===== src/sv/rct_pkg.sv =====
// Shared types and constants for the request correlation table.
// Used by rct_entry_ram and request_correlation_table; no dependencies.
`timescale 1ns / 1ps

package rct_pkg;

    localparam int ENTRIES = 16;
    localparam int IDX_W   = (ENTRIES > 1) ? $clog2(ENTRIES) : 1;
    localparam int CNT_W   = IDX_W + 1;
    localparam int TIME_W  = 63;

    localparam logic [31:0] WINDOW_RESET = 32'd3500000;

    localparam logic [1:0] CMD_TRACK = 2'd0;
    localparam logic [1:0] CMD_TAKE  = 2'd1;
    localparam logic [1:0] CMD_CLEAR = 2'd2;

    typedef enum logic [1:0] {
        STAT_OK        = 2'd0,
        STAT_INVALID   = 2'd1,
        STAT_FULL      = 2'd2,
        STAT_NOT_FOUND = 2'd3
    } status_t;

    typedef enum logic [1:0] {
        ST_IDLE,
        ST_SWEEP,
        ST_DONE
    } state_t;

    typedef struct packed {
        logic [1:0]        command;
        logic [31:0]       generation;
        logic [31:0]       request_id;
        logic [31:0]       reply_tag;
        logic [TIME_W-1:0] now_us;
    } req_t;

    typedef struct packed {
        status_t     status;
        logic [31:0] found_tag;
    } rsp_t;

    typedef struct packed {
        logic [31:0]       generation;
        logic [31:0]       request_id;
        logic [31:0]       tag;
        logic [TIME_W-1:0] deadline;
    } entry_t;

    typedef struct packed {
        logic             en;
        logic [IDX_W-1:0] addr;
        entry_t           data;
    } ram_wr_t;

endpackage


===== src/sv/request_correlation_table.sv =====
// Top level of the request correlation table: control, occupancy bits,
// window register and output register. Depends on rct_pkg and rct_entry_ram.
//
//   channel   direction  signals                        content
//   s_        in         s_valid, s_ready, s_payload    req_t command item
//   m_        out        m_valid, m_ready, m_payload    rsp_t status and tag
//   cfg_      in         cfg_valid, cfg_ready, cfg_wdata timeout window, us
//
// A track or take with valid arguments sweeps the table: the entry RAM is read
// once per entry, one read per cycle, then the final state applies the result.
// Clear, invalid and unknown items go straight to the final state.
// Reset empties the table at once through per-entry occupancy flip-flops.
// A stalled output holds the finished item in the final state until taken.
`timescale 1ns / 1ps

module request_correlation_table
    import rct_pkg::*;
(
    input  logic        aclk,
    input  logic        aresetn,
    input  logic        s_valid,
    output logic        s_ready,
    input  req_t        s_payload,
    output logic        m_valid,
    input  logic        m_ready,
    output rsp_t        m_payload,
    input  logic        cfg_valid,
    output logic        cfg_ready,
    input  logic [31:0] cfg_wdata
);

    state_t              state_reg, state_next;
    logic [31:0]         window_reg;
    logic [ENTRIES-1:0]  valid_reg, valid_next;
    req_t                req_reg, req_next;
    logic [TIME_W-1:0]   deadline_reg, deadline_next;
    logic                swept_reg, swept_next;
    status_t             pre_status_reg, pre_status_next;
    logic [CNT_W-1:0]    rd_cnt_reg, rd_cnt_next;
    logic                rdv_reg, rdv_next;
    logic [IDX_W-1:0]    eval_idx_reg, eval_idx_next;
    logic                hit_reg, hit_next;
    logic [IDX_W-1:0]    hit_idx_reg, hit_idx_next;
    logic [31:0]         tag_reg, tag_next;
    logic                m_valid_reg, m_valid_next;
    rsp_t                m_payload_reg, m_payload_next;

    logic                rd_en;
    entry_t              rd_data;
    ram_wr_t             wr;
    logic [TIME_W:0]     sum;
    logic                expire;
    logic                live;
    logic                cand;
    logic                is_track;
    logic                args_ok;

    rct_entry_ram u_ram (
        .aclk    (aclk),
        .rd_en   (rd_en),
        .rd_addr (rd_cnt_reg[IDX_W-1:0]),
        .rd_data (rd_data),
        .wr      (wr)
    );

    assign cfg_ready = 1'b1;
    assign s_ready   = (state_reg == ST_IDLE);
    assign m_valid   = m_valid_reg;
    assign m_payload = m_payload_reg;

    assign is_track = (req_reg.command == CMD_TRACK);
    assign sum      = {1'b0, s_payload.now_us} + {{(TIME_W - 31){1'b0}}, window_reg};

    // Expiry and match are judged on the entry read in the previous cycle.
    assign expire = rdv_reg && valid_reg[eval_idx_reg]
                    && (rd_data.deadline <= req_reg.now_us);
    assign live   = rdv_reg && valid_reg[eval_idx_reg]
                    && (rd_data.deadline > req_reg.now_us);
    assign cand   = is_track ? (rdv_reg && (!valid_reg[eval_idx_reg] || expire))
                             : (live && (rd_data.generation == req_reg.generation)
                                     && (rd_data.request_id == req_reg.request_id));

    always_comb begin
        state_next      = state_reg;
        valid_next      = valid_reg;
        req_next        = req_reg;
        deadline_next   = deadline_reg;
        swept_next      = swept_reg;
        pre_status_next = pre_status_reg;
        rd_cnt_next     = rd_cnt_reg;
        rdv_next        = 1'b0;
        eval_idx_next   = eval_idx_reg;
        hit_next        = hit_reg;
        hit_idx_next    = hit_idx_reg;
        tag_next        = tag_reg;
        m_valid_next    = m_valid_reg;
        m_payload_next  = m_payload_reg;
        rd_en           = 1'b0;
        wr.en           = 1'b0;
        wr.addr         = hit_idx_reg;
        wr.data.generation = req_reg.generation;
        wr.data.request_id = req_reg.request_id;
        wr.data.tag        = req_reg.reply_tag;
        wr.data.deadline   = deadline_reg;
        args_ok         = 1'b0;

        if (m_valid_reg && m_ready) begin
            m_valid_next = 1'b0;
        end

        unique case (state_reg)
            ST_IDLE: begin
                if (s_valid) begin
                    req_next      = s_payload;
                    deadline_next = sum[TIME_W] ? {TIME_W{1'b1}} : sum[TIME_W-1:0];
                    rd_cnt_next   = '0;
                    hit_next      = 1'b0;
                    tag_next      = '0;
                    priority if (s_payload.command == CMD_TRACK) begin
                        args_ok = (s_payload.generation != '0)
                                  && (s_payload.request_id != '0)
                                  && (s_payload.reply_tag != '0);
                    end else if (s_payload.command == CMD_TAKE) begin
                        args_ok = (s_payload.generation != '0)
                                  && (s_payload.request_id != '0);
                    end else begin
                        args_ok = 1'b0;
                    end
                    swept_next = args_ok;
                    if (s_payload.command == CMD_CLEAR) begin
                        valid_next      = '0;
                        pre_status_next = STAT_OK;
                    end else begin
                        pre_status_next = STAT_INVALID;
                    end
                    state_next = args_ok ? ST_SWEEP : ST_DONE;
                end
            end
            ST_SWEEP: begin
                if (rd_cnt_reg < CNT_W'(ENTRIES)) begin
                    rd_en         = 1'b1;
                    rdv_next      = 1'b1;
                    eval_idx_next = rd_cnt_reg[IDX_W-1:0];
                    rd_cnt_next   = rd_cnt_reg + 1'b1;
                end
                if (expire) begin
                    valid_next[eval_idx_reg] = 1'b0;
                end
                if (cand && !hit_reg) begin
                    hit_next     = 1'b1;
                    hit_idx_next = eval_idx_reg;
                    tag_next     = rd_data.tag;
                end
                if (rdv_reg && (eval_idx_reg == IDX_W'(ENTRIES - 1))) begin
                    state_next = ST_DONE;
                end
            end
            ST_DONE: begin
                if (!m_valid_reg || m_ready) begin
                    m_valid_next = 1'b1;
                    m_payload_next.found_tag = '0;
                    if (!swept_reg) begin
                        m_payload_next.status = pre_status_reg;
                    end else if (is_track) begin
                        m_payload_next.status = hit_reg ? STAT_OK : STAT_FULL;
                        if (hit_reg) begin
                            wr.en                   = 1'b1;
                            valid_next[hit_idx_reg] = 1'b1;
                        end
                    end else begin
                        m_payload_next.status = hit_reg ? STAT_OK : STAT_NOT_FOUND;
                        if (hit_reg) begin
                            m_payload_next.found_tag = tag_reg;
                            valid_next[hit_idx_reg]  = 1'b0;
                        end
                    end
                    state_next = ST_IDLE;
                end
            end
            default: begin
                state_next = ST_IDLE;
            end
        endcase
    end

    always_ff @(posedge aclk) begin
        if (!aresetn) begin
            state_reg   <= ST_IDLE;
            valid_reg   <= '0;
            window_reg  <= WINDOW_RESET;
            m_valid_reg <= 1'b0;
            rdv_reg     <= 1'b0;
            rd_cnt_reg  <= '0;
            hit_reg     <= 1'b0;
            swept_reg   <= 1'b0;
        end else begin
            state_reg   <= state_next;
            valid_reg   <= valid_next;
            m_valid_reg <= m_valid_next;
            rdv_reg     <= rdv_next;
            rd_cnt_reg  <= rd_cnt_next;
            hit_reg     <= hit_next;
            swept_reg   <= swept_next;
            if (cfg_valid && cfg_ready) begin
                window_reg <= cfg_wdata;
            end
        end
    end

    always_ff @(posedge aclk) begin
        req_reg        <= req_next;
        deadline_reg   <= deadline_next;
        pre_status_reg <= pre_status_next;
        eval_idx_reg   <= eval_idx_next;
        hit_idx_reg    <= hit_idx_next;
        tag_reg        <= tag_next;
        m_payload_reg  <= m_payload_next;
    end

    // A clear item empties every entry on the following cycle.
    a_clear_empties: assert property (@(posedge aclk) disable iff (!aresetn)
        (s_valid && s_ready && (s_payload.command == CMD_CLEAR)) |=> (valid_reg == '0))
        else $error("table not empty after clear");

    // Read data is only judged while the sweep is running.
    a_eval_in_sweep: assert property (@(posedge aclk) disable iff (!aresetn)
        rdv_reg |-> (state_reg == ST_SWEEP))
        else $error("entry evaluated outside sweep");

    // A new result appears only as the final state completes.
    a_result_from_done: assert property (@(posedge aclk) disable iff (!aresetn)
        (m_valid_reg && !$past(m_valid_reg && !m_ready)) |-> $past(state_reg == ST_DONE))
        else $error("result produced outside final state");

    // A stored track leaves its slot occupied.
    a_track_occupies: assert property (@(posedge aclk) disable iff (!aresetn)
        wr.en |=> valid_reg[$past(hit_idx_reg)])
        else $error("tracked slot not marked occupied");

endmodule


===== src/sv/rct_entry_ram.sv =====
// Entry store of the request correlation table: one write port and one
// read port with registered read data. Depends on rct_pkg.
`timescale 1ns / 1ps

module rct_entry_ram
    import rct_pkg::*;
(
    input  logic             aclk,
    input  logic             rd_en,
    input  logic [IDX_W-1:0] rd_addr,
    output entry_t           rd_data,
    input  ram_wr_t          wr
);

    entry_t mem_array [ENTRIES];
    entry_t rd_data_reg;

    always_ff @(posedge aclk) begin
        if (wr.en) begin
            mem_array[wr.addr] <= wr.data;
        end
    end

    always_ff @(posedge aclk) begin
        if (rd_en) begin
            rd_data_reg <= mem_array[rd_addr];
        end
    end

    assign rd_data = rd_data_reg;

endmodule


===== config.mk =====
export PLATFORM = sky130hd
export DESIGN_NAME = request_correlation_table
export DESIGN_NICKNAME = d
export VERILOG_FILES = /design/src/sv/rct_pkg.sv /design/src/sv/request_correlation_table.sv /design/src/sv/rct_entry_ram.sv
export SDC_FILE = /design/constraint.sdc
export NUM_CORES = 2
export LEC_CHECK = 0
export BUFFER_PORTS_ARGS = -buffer_cell sky130_fd_sc_hd__buf_2
export CAP_MARGIN = 10
export CORE_AREA = 4 4 405 486
export DETAILED_ROUTE_END_ITERATION = 12
export DIE_AREA = 0 0 409 490
export PLACE_DENSITY = 0.81
export SYNTH_ARGS = -nofsm -noshare
export SYNTH_HDL_FRONTEND = slang
export SYNTH_HIERARCHICAL = 1
export SYNTH_SLANG_ARGS = --single-unit

===== constraint.sdc =====
create_clock -name aclk -period 19.95 [get_ports aclk]
set_input_delay 5.985 -clock aclk [delete_from_list [all_inputs] [get_ports aclk]]
set_output_delay 5.985 -clock aclk [all_outputs]
set_load 0.02 [all_outputs]

==> impl_metrics.ini <==
[routing]
routed_wl_um = 309200
drt_pass1_iterations = 8
wl_per_cell_um = 34.87
drtIter0Drc = 9805
vias_per_cell = 7.013
drc = 0
vias = 62193
ant_nets = 0

[worst_hold_path]
hp-class = reg2reg
hold_path_end = window_reg[10]$_SDFFE_PN1P_
whs_path_depth = 2
hp-start = window_reg[10]$_SDFFE_PN1P_

[layout]
multi_input_area_sq_um = 25550
seqCellArea_sq_um = 91340
nets = 6370
largest_register_ff_count = 2544
area.growth.synth_to_final_pct = 11.34
fillers = 10709
drive_gt1_frac = 0.2367

[sta]
hold_violations = 0
finalSetupViolCount = 0
setup-tns-final_ns = 0
rsz0062_at_grt = no
period_share = 0.5086
drv_slew = 0
max_freq_mhz = 98.56
fin_skew_ns = 0.05243
whs_ns = 0.4821
worst_slew_pin_slew_ns = 1.317
slew_headroom = 0.1219
min_period_ns = 10.15

[worst_setup_path]
r2r_slack_ns = 13.72
cp.arrival_ns = 10.68
reg2reg_to = u_ram/mem_array[11][40]$_DFFE_PP_
crit_type = in2reg
crit_path_start_kind = input port
worst_ep_required_time_ns = 20.48
rr_startpoint = req_reg[160]$_DFFE_PP_
endpoint_kind = flop
crit_fanout = 61
r2r_cells = 8

[grt]
grt_max_degree = 140
grtUsageMet1 = 0.4108
grt_pass1_vias = 64147
met3_usage = 0.06749
grt_busiest_layer = met2
grt_pass1_wl_um = 448400
grt.overflow.total = 0
grtUsageTotal = 0.3093
antenna_found_initial = 12
grtUsageMet2 = 0.4994

[run_status]
outcome = finished clean

[synth]
ys_async_sr_fraction = 0
synth_edf_count = 3002
ys_warn_count = 6
synth_top_area_share = 0.7607
synth-seq-area-share = 0.7707
ys_top_cells_by_count = edfxtp_1, mux4_2, a22oi_1
synthesis.area_sq_um = 118500
ys_types = 80
postSynthNetCount = 6009
synth-seq-cells = 3061
synth.area.top_cells = edfxtp_1, mux4_2, a22oi_1, ha_1, dfxtp_1
synth_ff_type = edfxtp_1
yosysMostFrequentCell = edfxtp_1
syn-instance-count = 5710
syn_avg_cell_area_sq_um = 20.75
synth_top_area_cell = edfxtp_1

[floorplanning]
pin_count = 235
fp.dieH_um = 490
core_area_sq_um = 191800
dieArea_sq_um = 200400
die_w_um = 409
initial_core_util = 0.6178
num_rows = 176

[pwr]
power.density_nw_per_um2 = 104.0
p_leak_nw = 41.62
ir_drop_uv = 110.9

[clocking]
holdBufCountCts = 0
cts_inserted_buffers = 302
cts_buffer_depth = 4
post-cts-setup-buffers = 0
cts_tree = yes
cts_resized = 0
clk_pin_slew_ns = 0.06
htreeDepth = 5
clock_sinks = 3061
clk_latency_ns = 0.94
root_buffer = clkbuf_16

[placement]
io_buffers = 233
dp_hpwl_um = 155100
gp_congestion = 0.8721

[job]
max-cap-violations = 0
[how the worst max path moves through the flow]
stage             from                                 to  slack [ns]  cells after the start
3_3_place_gp   m_ready  u_ram/mem_array[11][50]$_DFFE_PP_        9.17                      9
2_1_floorplan  m_ready    u_ram/mem_array[0][0]$_DFFE_PP_        1.35                      5
3_5_place_dp   m_ready  u_ram/mem_array[11][62]$_DFFE_PP_        9.04                      9
4_1_cts        m_ready  u_ram/mem_array[11][40]$_DFFE_PP_        9.98                      9
6_report       m_ready  u_ram/mem_array[11][40]$_DFFE_PP_        9.80                      9
5_1_grt        m_ready  u_ram/mem_array[11][40]$_DFFE_PP_        9.76                      9
[final cells by class]
type,instances,area share
flip-flops and latches,3061,0.6923
multi-input cells,2291,0.1937
clock buffers,363,0.06095
well taps,2581,0.02448
repair buffers,329,0.01506
clock inverters,151,0.01089
inverters,86,0.002504
diodes,6,0.0001138
[metrics by stage]
| stage | utilization | worst slack (ns) | power, mW | instances | cell area [sq um] |
|---|---|---|---|---|---|
| floorplan | - | 1.346 | 7.953 | 5710 | 118500 |
| detailed placement | 0.6384 | 9.040 | 8.212 | 8348 | 122400 |
| CTS | 0.6878 | 9.979 | 13.75 | 8862 | 131900 |
| finish | 0.6879 | 9.804 | 13.72 | 8868 | 131900 |
| global placement | 0.6384 | 9.168 | 8.178 | 8348 | 122400 |
| global route | 0.6878 | 9.760 | 14.11 | 8863 | 131900 |
[critical path, stage by stage]
cell and delay, ns:
buf_2 0.07, nor2b_1 0.10, or2_2 0.32, nor2_1 0.38, nand3b_1 0.39, nor2_4 0.68
buf_4 1.03, buf_4 0.90, buf_4 0.69
[placed cells by master (no fill, tap or decap), types with 12 or more instances in the layout]
cell type,instances
edfxtp_1,3002
mux4_2,597
clkbuf_16,314
a22oi_1,270
buf_2,233
nand2_1,231
ha_1,99
a21oi_1,94
mux2_2,89
buf_4,88
inv_1,85
o21ai_0,80
and2_1,73
xor2_1,72
nor2_1,71
mux2i_1,63
clkinv_1,60
dfxtp_1,55
clkbuf_1,49
nand3_1,47
nor4_1,42
nor2b_1,40
clkinv_2,39
nand2b_1,37
nand4_1,36
xnor2_1,28
bufinv_16,27
o221ai_1,26
a21o_1,25
nor3_1,23
a221oi_1,18
or4_1,17
clkinvlp_4,17
nor2_4,14
or3_1,13
and3_1,12
a32oi_1,12
[metal layers]
metal | part of all wire | up-vias
li1 | - | 24351
met5 | 0.00014 | -
met3 | 0.12 | 871
met2 | 0.50 | 5293
met4 | 0.051 | 8
met1 | 0.33 | 31670
[logic make-up (layout without fill, tap and decap cells)]
| group | count (synthesis) | after routing | share of synthesized area |
|---|---|---|---|
| compound gates | 630 | 630 | 0.03750 |
| xor+xnor | 100 | 100 | 0.007391 |
| fa+ha+maj | 101 | 101 | 0.01073 |
| buf+inv | 358 | 929 | 0.01564 |
| flops | 3061 | 3061 | 0.7707 |
| mux | 749 | 749 | 0.1272 |
| other cells | 1 | 7 | 0.00003165 |
| simple gates | 710 | 710 | 0.03077 |
[power breakdown]
part / internal, mW / leakage (nW) / switching [mW]
combinational: 0.194 / 9.37 / 0.340
sequential: 7.33 / 27.7 / 0.243
clock: 3.21 / 4.59 / 2.40
total: 10.7 / 41.6 / 2.98
No activity file was read; power rests on OpenSTA's default activity.
